`src/design/chip8_pkg.sv`:
```
// ----------------------------------------------------------------------------
// chip8_pkg
// Shared types, codes and constants of the CHIP-8 instruction core.
// ----------------------------------------------------------------------------
package chip8_pkg;

    localparam int unsigned FONT_BYTES = 80;
    localparam logic [11:0] PC_RESET   = 12'h200;

    localparam logic [1:0] KIND_LOAD = 2'd0;
    localparam logic [1:0] KIND_EXEC = 2'd1;
    localparam logic [1:0] KIND_ROW  = 2'd2;

    localparam logic [7:0] FONT [FONT_BYTES] = '{
        8'hF0, 8'h90, 8'h90, 8'h90, 8'hF0, 8'h20, 8'h60, 8'h20, 8'h20, 8'h70,
        8'hF0, 8'h10, 8'hF0, 8'h80, 8'hF0, 8'hF0, 8'h10, 8'hF0, 8'h10, 8'hF0,
        8'h90, 8'h90, 8'hF0, 8'h10, 8'h10, 8'hF0, 8'h80, 8'hF0, 8'h10, 8'hF0,
        8'hF0, 8'h80, 8'hF0, 8'h90, 8'hF0, 8'hF0, 8'h10, 8'h20, 8'h40, 8'h40,
        8'hF0, 8'h90, 8'hF0, 8'h90, 8'hF0, 8'hF0, 8'h90, 8'hF0, 8'h10, 8'hF0,
        8'hF0, 8'h90, 8'hF0, 8'h90, 8'h90, 8'hE0, 8'h90, 8'hE0, 8'h90, 8'hE0,
        8'hF0, 8'h80, 8'h80, 8'h80, 8'hF0, 8'hE0, 8'h90, 8'h90, 8'h90, 8'hE0,
        8'hF0, 8'h80, 8'hF0, 8'h80, 8'hF0, 8'hF0, 8'h80, 8'hF0, 8'h80, 8'h80
    };

    // instruction classes that steer the controller
    typedef enum logic [3:0] {
        OP_NOP, OP_CLS, OP_RET, OP_WRX, OP_WRF, OP_DRW, OP_BCD, OP_STORE, OP_LOAD
    } t_op;

    typedef enum logic [4:0] {
        CMD_IDLE, CMD_CLR, CMD_LOADB, CMD_ROWRD, CMD_FETCH_HI, CMD_FETCH_LO,
        CMD_GET_OP, CMD_GET_VX, CMD_GET_VY, CMD_GET_V0, CMD_EXEC, CMD_CLS,
        CMD_FLAG, CMD_DRAW_RD, CMD_DRAW_WR, CMD_DRAW_VF, CMD_BCD, CMD_STR_RD,
        CMD_STR_WR, CMD_LD_RD, CMD_LD_WR, CMD_FIN, CMD_OUT
    } t_cmd_code;

    typedef struct packed {
        t_cmd_code code;
        logic      take;
    } t_ctl;

    typedef struct packed {
        t_op  op;
        logic clr_last;
        logic cls_last;
        logic drw_last;
        logic bcd_last;
        logic xfr_last;
        logic n_zero;
        logic out_free;
    } t_sts;

    function automatic logic [7:0] font_byte(input logic [6:0] a);
        logic [7:0] b;
        b = 8'h00;
        if (a < 7'(FONT_BYTES)) begin
            b = FONT[a];
        end
        return b;
    endfunction

    function automatic t_op op_class(input logic [15:0] w);
        t_op c;
        c = OP_NOP;
        case (w[15:12])
            4'h0: begin
                if (w == 16'h00E0) c = OP_CLS;
                else if (w == 16'h00EE) c = OP_RET;
            end
            4'h6, 4'h7, 4'hC: c = OP_WRX;
            4'h8: begin
                case (w[3:0]) inside
                    [4'h0:4'h3]:                c = OP_WRX;
                    4'h4, 4'h5, 4'h6, 4'h7, 4'hE: c = OP_WRF;
                    default:                    c = OP_NOP;
                endcase
            end
            4'hD: c = OP_DRW;
            4'hF: begin
                case (w[7:0])
                    8'h07, 8'h0A: c = OP_WRX;
                    8'h1E:        c = OP_WRF;
                    8'h33:        c = OP_BCD;
                    8'h55:        c = OP_STORE;
                    8'h65:        c = OP_LOAD;
                    default:      c = OP_NOP;
                endcase
            end
            default: c = OP_NOP;
        endcase
        return c;
    endfunction

endpackage

```
`src/design/chip8_ctrl.sv`:
```
// ----------------------------------------------------------------------------
// chip8_ctrl
// Sequencer of the CHIP-8 core: steps each transaction through the datapath.
// ----------------------------------------------------------------------------
module chip8_ctrl (
    input  logic              i_clk,
    input  logic              i_rst_n,
    input  logic              i_valid,
    input  logic [1:0]        i_kind,
    output logic              o_stall,
    input  chip8_pkg::t_sts   i_sts,
    output chip8_pkg::t_ctl   o_ctl
);

    typedef enum logic [4:0] {
        ST_CLR, ST_IDLE, ST_LDB, ST_RD, ST_F1, ST_F2, ST_F3, ST_F4, ST_F5, ST_F6,
        ST_EX, ST_CLS, ST_FLAG, ST_DRD, ST_DWR, ST_DVF, ST_BCD, ST_SRD, ST_SWR,
        ST_LRD, ST_LWR, ST_FIN, ST_OUT
    } t_state;

    t_state r_state, n_state;
    logic   take;

    assign take    = (r_state == ST_IDLE) && i_valid;
    assign o_stall = (r_state != ST_IDLE);

    always_comb begin
        n_state = r_state;
        case (r_state)
            ST_CLR:  if (i_sts.clr_last) n_state = ST_IDLE;
            ST_IDLE: begin
                if (take) begin
                    case (i_kind)
                        chip8_pkg::KIND_LOAD: n_state = ST_LDB;
                        chip8_pkg::KIND_EXEC: n_state = ST_F1;
                        chip8_pkg::KIND_ROW:  n_state = ST_RD;
                        default:              n_state = ST_FIN;
                    endcase
                end
            end
            ST_LDB, ST_RD: n_state = ST_FIN;
            ST_F1: n_state = ST_F2;
            ST_F2: n_state = ST_F3;
            ST_F3: n_state = ST_F4;
            ST_F4: n_state = ST_F5;
            ST_F5: n_state = ST_F6;
            ST_F6: n_state = ST_EX;
            ST_EX: begin
                case (i_sts.op)
                    chip8_pkg::OP_CLS:   n_state = ST_CLS;
                    chip8_pkg::OP_WRF:   n_state = ST_FLAG;
                    chip8_pkg::OP_DRW:   n_state = i_sts.n_zero ? ST_DVF : ST_DRD;
                    chip8_pkg::OP_BCD:   n_state = ST_BCD;
                    chip8_pkg::OP_STORE: n_state = ST_SRD;
                    chip8_pkg::OP_LOAD:  n_state = ST_LRD;
                    default:             n_state = ST_FIN;
                endcase
            end
            ST_CLS:  if (i_sts.cls_last) n_state = ST_FIN;
            ST_FLAG: n_state = ST_FIN;
            ST_DRD:  n_state = ST_DWR;
            ST_DWR:  n_state = i_sts.drw_last ? ST_DVF : ST_DRD;
            ST_DVF:  n_state = ST_FIN;
            ST_BCD:  if (i_sts.bcd_last) n_state = ST_FIN;
            ST_SRD:  n_state = ST_SWR;
            ST_SWR:  n_state = i_sts.xfr_last ? ST_FIN : ST_SRD;
            ST_LRD:  n_state = ST_LWR;
            ST_LWR:  n_state = i_sts.xfr_last ? ST_FIN : ST_LRD;
            ST_FIN:  n_state = ST_OUT;
            ST_OUT:  if (i_sts.out_free) n_state = ST_IDLE;
            default: n_state = ST_IDLE;
        endcase
    end

    always_ff @(posedge i_clk) begin
        if (!i_rst_n) begin
            r_state <= ST_CLR;
        end else begin
            r_state <= n_state;
        end
    end

    always_comb begin
        o_ctl.take = take;
        case (r_state)
            ST_CLR:  o_ctl.code = chip8_pkg::CMD_CLR;
            ST_LDB:  o_ctl.code = chip8_pkg::CMD_LOADB;
            ST_RD:   o_ctl.code = chip8_pkg::CMD_ROWRD;
            ST_F1:   o_ctl.code = chip8_pkg::CMD_FETCH_HI;
            ST_F2:   o_ctl.code = chip8_pkg::CMD_FETCH_LO;
            ST_F3:   o_ctl.code = chip8_pkg::CMD_GET_OP;
            ST_F4:   o_ctl.code = chip8_pkg::CMD_GET_VX;
            ST_F5:   o_ctl.code = chip8_pkg::CMD_GET_VY;
            ST_F6:   o_ctl.code = chip8_pkg::CMD_GET_V0;
            ST_EX:   o_ctl.code = chip8_pkg::CMD_EXEC;
            ST_CLS:  o_ctl.code = chip8_pkg::CMD_CLS;
            ST_FLAG: o_ctl.code = chip8_pkg::CMD_FLAG;
            ST_DRD:  o_ctl.code = chip8_pkg::CMD_DRAW_RD;
            ST_DWR:  o_ctl.code = chip8_pkg::CMD_DRAW_WR;
            ST_DVF:  o_ctl.code = chip8_pkg::CMD_DRAW_VF;
            ST_BCD:  o_ctl.code = chip8_pkg::CMD_BCD;
            ST_SRD:  o_ctl.code = chip8_pkg::CMD_STR_RD;
            ST_SWR:  o_ctl.code = chip8_pkg::CMD_STR_WR;
            ST_LRD:  o_ctl.code = chip8_pkg::CMD_LD_RD;
            ST_LWR:  o_ctl.code = chip8_pkg::CMD_LD_WR;
            ST_FIN:  o_ctl.code = chip8_pkg::CMD_FIN;
            ST_OUT:  o_ctl.code = i_sts.out_free ? chip8_pkg::CMD_OUT : chip8_pkg::CMD_IDLE;
            default: o_ctl.code = chip8_pkg::CMD_IDLE;
        endcase
    end

`ifndef SYNTHESIS
    a_exec_fetch: assert property (@(posedge i_clk) disable iff (!i_rst_n)
        (take && i_kind == chip8_pkg::KIND_EXEC) |=> r_state == ST_F1)
        else $error("execute transaction did not start fetch");
    a_out_hold: assert property (@(posedge i_clk) disable iff (!i_rst_n)
        (r_state == ST_OUT && !i_sts.out_free) |=> r_state == ST_OUT)
        else $error("result dropped while output register busy");
    a_clr_end: assert property (@(posedge i_clk) disable iff (!i_rst_n)
        (r_state == ST_CLR && i_sts.clr_last) |=> r_state == ST_IDLE)
        else $error("memory clear pass did not end");
`endif

endmodule

```
`config.mk`:
```
export PLATFORM = sky130hd
export DESIGN_NAME = chip8_ctrl
export DESIGN_NICKNAME = d
export VERILOG_FILES = /design/src/design/chip8_pkg.sv /design/src/design/chip8_ctrl.sv
export SDC_FILE = /design/constraint.sdc
export NUM_CORES = 1
export LEC_CHECK = 0
export BUFFER_PORTS_ARGS = -buffer_cell sky130_fd_sc_hd__buf_4
export CAP_MARGIN = 10
export CORE_MARGIN = 4
export CORE_UTILIZATION = 54
export CTS_CLUSTER_SIZE = 25
export DETAILED_ROUTE_END_ITERATION = 12
export PLACE_DENSITY = 0.83
export SLEW_MARGIN = 20
export SYNTH_ARGS = -nofsm -noshare
export SYNTH_HDL_FRONTEND = slang
export SYNTH_SLANG_ARGS = --single-unit
```
`constraint.sdc`:
```
create_clock -name i_clk -period 2.6 [get_ports i_clk]
set_input_delay 0.13 -clock i_clk [delete_from_list [all_inputs] [get_ports i_clk]]
set_output_delay 0.13 -clock i_clk [all_outputs]
set_load 0.01 [all_outputs]
```
# Word-level counts from Yosys, hierarchy flattened
# Cells that the tools add are included.
[totals]
elab_cells = 56
regBits = 5
out_inout_bits = 7
[op_classes]
reduce_logical = 5
muxes = 14
eq_ne = 36
[op_table]
columns = ["operator", "count"]
rows = [
  ["$pmux W5 S22", 1],
  ["$pmux W5 S20", 1],
  ["$eq A5 B4 Y1 const B", 8],
  ["$eq A5 B5 Y1 const B", 7],
  ["$mux W5", 6],
  ["$pmux W5 S6", 1],
  ["$eq A5 B3 Y1 const B", 4],
  ["$eq A4 B3 Y1 const B", 4],
  ["$pmux W5 S3", 1],
  ["$eq A5 B2 Y1 const B", 2],
  ["$ne A2 B2 Y1 const B", 5],
  ["$mux W3", 2],
  ["$eq A5 B1 Y1 const B", 1],
  ["$logic_not A5 Y1", 1],
  ["$ne A5 B1 Y1 const B", 1],
  ["$reduce_and A5 Y1", 1],
  ["$eq A4 B1 Y1 const B", 1],
  ["$eq A4 B4 Y1 const B", 1],
  ["$mux W2", 2],
  ["$reduce_or A4 Y1", 1],
  ["$eq A2 B1 Y1 const B", 1],
  ["$eq A2 B2 Y1 const B", 1],
  ["$logic_not A2 Y1", 1],
  ["$logic_and A1 B1 Y1", 1],
]

# Logic depth before layout (Yosys ltp)
# Gate-level depths: netlist (run 1).
[depth]
word_depth = 4
ltp_mapped = 7
mapped_depth_nobuf = 5

# Worst setup path after synthesis (run 1)
# No wires, ideal clock.
[synth_timing]
path_type = "reg2reg"
from = "reg r_state[0]"
to = "reg r_state[1]"
arrival_ns = 1.593
required_ns = 2.514
stages_incl_launch_ff = 7
setup_slack_ns = 0.921
cell_sequence = "dfxtp_1 buf_6 mux2i_1 and3_1 or4_4 nand3b_4 a221oi_2"
[synth_between]
elab_chain_len = 4
[synth_rtl]
columns = ["element", "line", "source"]
rows = [
  ["from (decl)", "chip8_ctrl.sv:21", "t_state r_state, n_state;"],
  ["from (signal assigned)", "chip8_ctrl.sv:79", "r_state <= n_state;"],
  ["branches (longest 4 deep; another with $pmux W5 S20)", "n/a", ""],
]
# Several ways; the timed one is not identified.
# A chain may end at the register's enable or synchronous reset.

# Worst setup path after layout (run 1)
# Same ends and word-level chain as after synthesis.

==> flow_metrics.py, run 1 <==
metrics = {
    "finish": {
        "layout_commonest_cell": "buf_4",
        "insertedDiodeCount": 0,
        "fin_cells": 146,
        "largest_register": "r_state",
        "final_cell_mix": "buf_4 (23), nor2_1 (12), a21oi_1 (10)",
        "syn2layout_area_growth_pct": 22.6,
        "reg_top3": "r_state x5",
        "largest_reg_flops": 5,
        "finish.instance_area_um2": 945,
        "final_layout_size_suffix_gt1_share_pct": 25.2,
        "final_nets": 148,
    },
    "yosys": {
        "synth_cell_types": 42,
        "synth_top_family_by_area": "simple AND/OR/NAND/NOR gates",
        "synthArstFlopShare_pct": 0,
        "synth_mux_area_share_pct": 2.60,
        "synth_edf_count": 0,
        "synth-compound-area-share_pct": 33.3,
        "ys_ff_latch": 5,
        "ys.warnings.count": 0,
        "ys.flop_type": "dfxtp_1",
        "synth_xor_area_share_pct": 2.27,
        "synthCells": 112,
        "synth_nets": 128,
        "syn_area_um2": 771,
        "yosys.area_share.simple_pct": 40.3,
        "yosysSeqAreaShare_pct": 13.0,
        "synthAdderAreaFrac_pct": 0,
        "syn_avg_cell_area_um2": 6.88,
    },
    "sta": {
        "relSlewSlack_pct": 59.9,
        "rsz0062_at_grt": "no",
        "tightest_slew_ns": 0.601,
        "fin_setup_tns_ns": 0,
        "fmax_mhz": 473,
        "setup_violations": 0,
        "hold_viol_final": 0,
        "whs_ns": 0.122,
        "period_minus_slack_ns": 2.12,
        "min_period_over_period_pct": 81.4,
        "clock_skew_ns": 0.00489,
        "timing.final.max_slew_violations": 0,
    },
    "power_and_ir_drop": {
        "irDropWorstVdd_mv": 0.229,
        "p_per_area_nw_per_um2": 320,
        "leakage_nw": 0.362,
    },
    "run_status": {
        "status": "finished clean",
    },
    "detailed_routing": {
        "vias": 918,
        "dr.pass1.iters": 4,
        "wl_mm": 2.23,
        "wl_per_cell_um": 15.3,
        "drcViolationCount": 0,
        "drt-initial-drc-count": 31,
        "viasPerCell": 6.29,
        "ant_nets": 0,
    },
    "die": {
        "fp.dieW_um": 45.8,
        "row_count": 13,
        "initial_utilization_pct": 58.5,
        "die-height_um": 45.8,
        "die_area_um2": 2100,
        "core_um2": 1320,
        "ioPinCount": 23,
    },
    "clock_network": {
        "cts_sinks": 5,
        "clk_path_buf_depth": 2,
        "postCtsSetupBuffers": 0,
        "cts_tree": "done",
        "clock_latency_ns": 0.25,
        "htreeDepth": 1,
        "cts_resized": 0,
        "cts_hold_buf": 0,
        "clkTransAtPathRegs_ns": 0.05,
        "cts_made_buffers": 3,
        "root_buffer": "clkbuf_4",
    },
    "worst_setup_path": {
        "critPathCaptureType": "flip-flop",
        "slowest_stage": "dfxtp_1",
        "crit_arrival_ns": 2.28,
        "worstSetupPathType": "flip-flop to flip-flop",
        "cp-start-kind": "flip-flop",
        "slowest_delay_ns": 0.70,
        "cp.required_ns": 2.76,
        "cp_max_fo": 19,
        "path_cells": "nor2_1 > nor4b_1 > or4_4 > nand3b_4 > a221oi_2",
    },
    "global_route": {
        "grt_first_pass_wirelength_mm": 3.58,
        "antenna_found_initial": 0,
        "grt.total_usage_pct": 23.4,
        "grt_pass1_vias": 787,
        "overflow": 0,
        "grt_max_degree": 20,
    },
    "placement": {
        "dp_cells": 142,
        "dpl.hpwl_mm": 1.74,
        "place_area_um2": 918,
        "gp_congestion": 0.930,
        "port_buffers": 22,
    },
    "min_path": {
        "hold_path.class": "primary input to flip-flop",
    },
    "flow_run": {
        "maxCapViolCount": 0,
    },
}
==> report_power, final <==
group / switching (mW) / internal [mW] / total [mW]
Sequential: 0.0145 / 0.0801 / 0.0945
Combinational: 0.0530 / 0.0585 / 0.111
Clock: 0.0377 / 0.0584 / 0.0961
Total: 0.105 / 0.197 / 0.302
==> synthesized netlist by cell type, types with 2 or more instances <==
library cell / n / area [µm²]
a211o_1: 2 / 17.5
a21oi_1: 10 / 50.1
a221oi_2: 2 / 30.0
a22oi_1: 3 / 22.5
a31oi_1: 2 / 12.5
and3_1: 4 / 25.0
buf_2: 2 / 10.0
clkbuf_1: 3 / 11.3
dfxtp_1: 5 / 100
inv_1: 6 / 22.5
mux2i_1: 2 / 20.0
nand2_1: 8 / 30.0
nand2b_1: 3 / 18.8
nand3_1: 5 / 25.0
nor2_1: 12 / 45.0
nor2b_1: 6 / 37.5
nor3_1: 5 / 25.0
o21ai_0: 6 / 30.0
o41ai_1: 3 / 26.3
==> worst max-delay path, delay by kind of cell (launching register included) <==
kind             cells  cell delay, ns
flip-flops           1            0.70
AND/OR/NAND/NOR      4            1.04
AO/OA/AOI/OAI        1            0.28
==> worst paths after layout <==
| path | startpoint | end | slack, ns | cells past startpoint |
|---|---|---|---|---|
| setup / recovery | r_state[0]$_SDFFE_PN0P_ | r_state[1]$_SDFFE_PN0P_ | 0.48 | 5 |
| setup reg to reg | r_state[0]$_SDFFE_PN0P_ | r_state[1]$_SDFFE_PN0P_ | 0.48 | 5 |
| hold / removal | i_rst_n | r_state[3]$_SDFFE_PN0P_ | 0.12 | 3 |
| hold reg to reg | r_state[4]$_SDFFE_PN0P_ | r_state[3]$_SDFFE_PN0P_ | 0.74 | 1 |
==> routing by layer <==
metal | GRT usage (%) | routed length [µm] | part of all wire, %
met5 | 0 | 0 | 0
met1 | 32.9 | 1010 | 45
met3 | 7.11 | 169 | 7.6
met4 | 4.55 | 14 | 0.63
met2 | 35.1 | 1040 | 46
==> area by class of cell <==
| class | count | area, µm² |
|---|---|---|
| Inverter | 6 | 22.5 |
| Clock buffer | 4 | 26.3 |
| Multi-Input combinational cell | 93 | 604 |
| Fill cell | 111 | 373 |
| Sequential cell | 5 | 100 |
| Tap cell | 15 | 18.8 |
| Timing Repair Buffer | 23 | 173 |
==> metrics by stage <==
stage | util [%] | worst slack, ns | total power, mW
final | 71.7 | 0.484 | 0.302
after global routing | 71.7 | 0.343 | 0.321
after CTS | 71.7 | 0.509 | 0.303
after detailed placement | 69.7 | 0.527 | 0.206
after global placement | 69.7 | 0.574 | 0.204
after floorplan | - | 0.921 | 0.166
==> cell families (layout without fill, tap and decap cells) <==
family / Yosys count / after routing
flip-flops: 5 / 5
XOR/XNOR: 2 / 2
multiplexers: 2 / 2
AO/OA/AOI/OAI: 36 / 36
AND/OR/NAND/NOR: 53 / 53
buffers and inverters: 14 / 33
Note: power is estimated with default switching activity, not from simulation.
==> run 2: changes to the inputs <==
ABC_AREA = 1   (was default)
CORE_UTILIZATION = 46   (was 54)
PLACE_DENSITY = 0.74   (was 0.83)
clock period = 1.7 ns   (was 2.6 ns; I/O delays follow)
==> flow_metrics.py, run 2 <==
metrics = {
    "yosys": {
        "yosysTopAreaCellShare_pct": 15.8,
        "ys.flop_type": "dfxtp_1",
        "yosys.area.top_type": "nand2_1",
        "ys.warnings.count": 0,
        "synth_nets": 173,
        "synthMostInstantiatedCell": "nand2_1",
        "synth.top_cells.by_count": "nand2_1 (35), nor2_1 (30), nand3_1 (19)",
        "syn_area_um2": 832,
        "synth_edf_count": 0,
        "synth_cell_types": 25,
        "yosys-top-cells-area": "nand2_1 (16%), nor2_1 (14%), dfxtp_1 (12%)",
        "syn_avg_cell_area_um2": 5.30,
        "ys_ff_latch": 5,
        "synthArstFlopShare_pct": 0,
        "yosysSeqAreaShare_pct": 12.0,
        "synthCells": 157,
    },
    "sta": {
        "setup_violations": 0,
        "period_minus_slack_ns": 1.67,
        "fmax_mhz": 599,
        "tightest_slew_ns": 0.283,
        "relSlewSlack_pct": 80.9,
        "clock_skew_ns": 0.00147,
        "hold_viol_final": 0,
        "min_period_over_period_pct": 98.3,
        "timing.final.max_slew_violations": 0,
    },
    "die": {
        "core_um2": 1730,
        "die_area_um2": 2550,
        "row_count": 15,
        "initial_utilization_pct": 48.2,
        "fp.dieW_um": 50.5,
        "ioPinCount": 23,
        "die-height_um": 50.5,
    },
    "power_and_ir_drop": {
        "p_int_mw": 0.660,
        "finalPower_mw": 1.44,
        "switching_power_mw": 0.781,
        "p_comb_share_pct": 74.7,
        "p_clk_share_pct": 9.3,
        "p_seq_share_pct": 16.0,
        "swShare_pct": 54.2,
        "leakage_nw": 0.589,
        "irDropWorstVdd_mv": 0.918,
        "p_per_area_nw_per_um2": 1330,
    },
    "detailed_routing": {
        "wl_per_cell_um": 12.6,
        "vias": 1119,
        "dr.pass1.iters": 4,
        "drcViolationCount": 0,
        "ant_nets": 0,
        "met1_length_mm": 1.09,
        "wl_mm": 2.62,
        "routed-wl-met2_mm": 1.31,
        "wl_met3_um": 202,
        "top_layer_used": "met4",
        "drt-initial-drc-count": 45,
        "viasPerCell": 5.35,
    },
    "finish": {
        "nFillCells": 179,
        "final_nets": 201,
        "largest_register": "r_state",
        "layout_commonest_cell": "nand2_1",
        "reg_top3": "r_state x5",
        "multi_input_area_um2": 631,
        "largest_reg_flops": 5,
        "fin_cells": 209,
        "syn2layout_area_growth_pct": 30.1,
        "insertedDiodeCount": 0,
        "final_layout_size_suffix_gt1_share_pct": 30.4,
        "final_cell_mix": "nand2_1 (33), nor2_1 (30), buf_4 (26)",
        "seqCellArea_um2": 106,
    },
    "global_route": {
        "antenna_found_initial": 0,
        "grt.total_usage_pct": 21.0,
        "grt_max_degree": 10,
        "grt_pass1_vias": 1006,
        "overflow": 0,
        "grt_first_pass_wirelength_mm": 4.16,
    },
    "clock_network": {
        "cts_made_buffers": 3,
        "htreeDepth": 1,
        "cts_sinks": 5,
        "root_buffer": "clkbuf_4",
        "clock_latency_ns": 0.24,
        "clkTransAtPathRegs_ns": 0.04,
        "cts_tree": "done",
        "clk_path_buf_depth": 2,
    },
    "min_path": {
        "hold_path.class": "primary input to flip-flop",
    },
    "worst_setup_path": {
        "cp_max_fo": 7,
        "crit_arrival_ns": 1.59,
        "cp-start-kind": "flip-flop",
        "worstSetupPathType": "flip-flop to primary output",
        "cp.required_ns": 1.62,
        "critPathCaptureType": "primary output",
    },
    "placement": {
        "dp_cells": 204,
        "dpl.hpwl_mm": 2.16,
        "gp_congestion": 0.963,
        "port_buffers": 22,
    },
    "flow_run": {
        "maxCapViolCount": 0,
    },
    "run_status": {
        "status": "finished clean",
    },
}
==> run 2: logic make-up (layout without fill, tap and decap cells) <==
kind of cell | after synthesis | in the layout | share of synthesized area [%]
flip-flops | 5 | 5 | 12.0
AND/OR/NAND/NOR | 107 | 107 | 61.7
buffers and inverters | 27 | 54 | 13.8
AO/OA/AOI/OAI | 18 | 18 | 12.5
==> run 2: critical path, stage by stage, from the launching register on <==
cell,delay [ns]
dfxtp_1,0.30
buf_4,0.17
nand2_2,0.11
nor2_4,0.06
o21ai_2,0.15
nand2_1,0.11
nor3_2,0.14
nand4_1,0.13
buf_4,0.17
==> run 2: repair_timing <==
item,in CTS,in global routing
setup buffers,0,1
gates resized for setup,3,5
pin swaps,0,1
setup endpoints to repair,2,4
hold buffers,0,0
==> run 2: area by class of cell <==
class / instances / share of cell area [%]
Timing Repair Buffer: 26 / 18.0
Sequential cell: 5 / 9.83
Tap cell: 25 / 2.89
Multi-Input combinational cell: 125 / 58.3
Inverter: 24 / 8.55
Clock buffer: 4 / 2.43
==> run 2: per-stage QoR <==
step           setup WS (ns)  setup TNS (ns)  cell area, µm²  hold slack, ns  utilization (%)
5_1_grt              -0.0287         -0.0287            1080          0.0776             62.7
4_1_cts              0.00454               0            1060          0.0619             61.5
3_5_place_dp          0.0812               0            1030           0.312             59.6
2_1_floorplan          0.321               0             832           0.209                -
3_3_place_gp         -0.0260         -0.0260            1030           0.326             59.6
6_report              0.0294               0            1080          0.0687             62.7
==> run 2: path summary, 6_finish.rpt <==
path / startpoint / end / slack (ns) / cells after the start
worst min-delay path: i_rst_n / r_state[3]$_SDFFE_PN0P_ / 0.07 / 3
worst max-delay path: r_state[0]$_SDFFE_PN0P_ / o_ctl[3] / 0.03 / 8
worst min register to register: r_state[0]$_SDFFE_PN0P_ / r_state[0]$_SDFFE_PN0P_ / 0.64 / 4
worst max register to register: r_state[0]$_SDFFE_PN0P_ / r_state[0]$_SDFFE_PN0P_ / 0.16 / 11
==> run 2: power by group through the flow <==
stage               clock (mW)  sequential (mW)  combinational [mW]
finish                   0.134            0.231                1.08
global route             0.147            0.235                1.19
CTS                      0.138            0.223                1.05
detailed placement           0            0.222                1.05
global placement             0            0.221                1.06
floorplan                    0            0.194               0.748
==> run 2: routing by layer <==
metal  vias to the layer above  track usage (%)
li1                        563                -
met4                         0             5.38
met1                       498             24.2
met2                        54             38.5
met5                         -                0
met3                         4             5.04
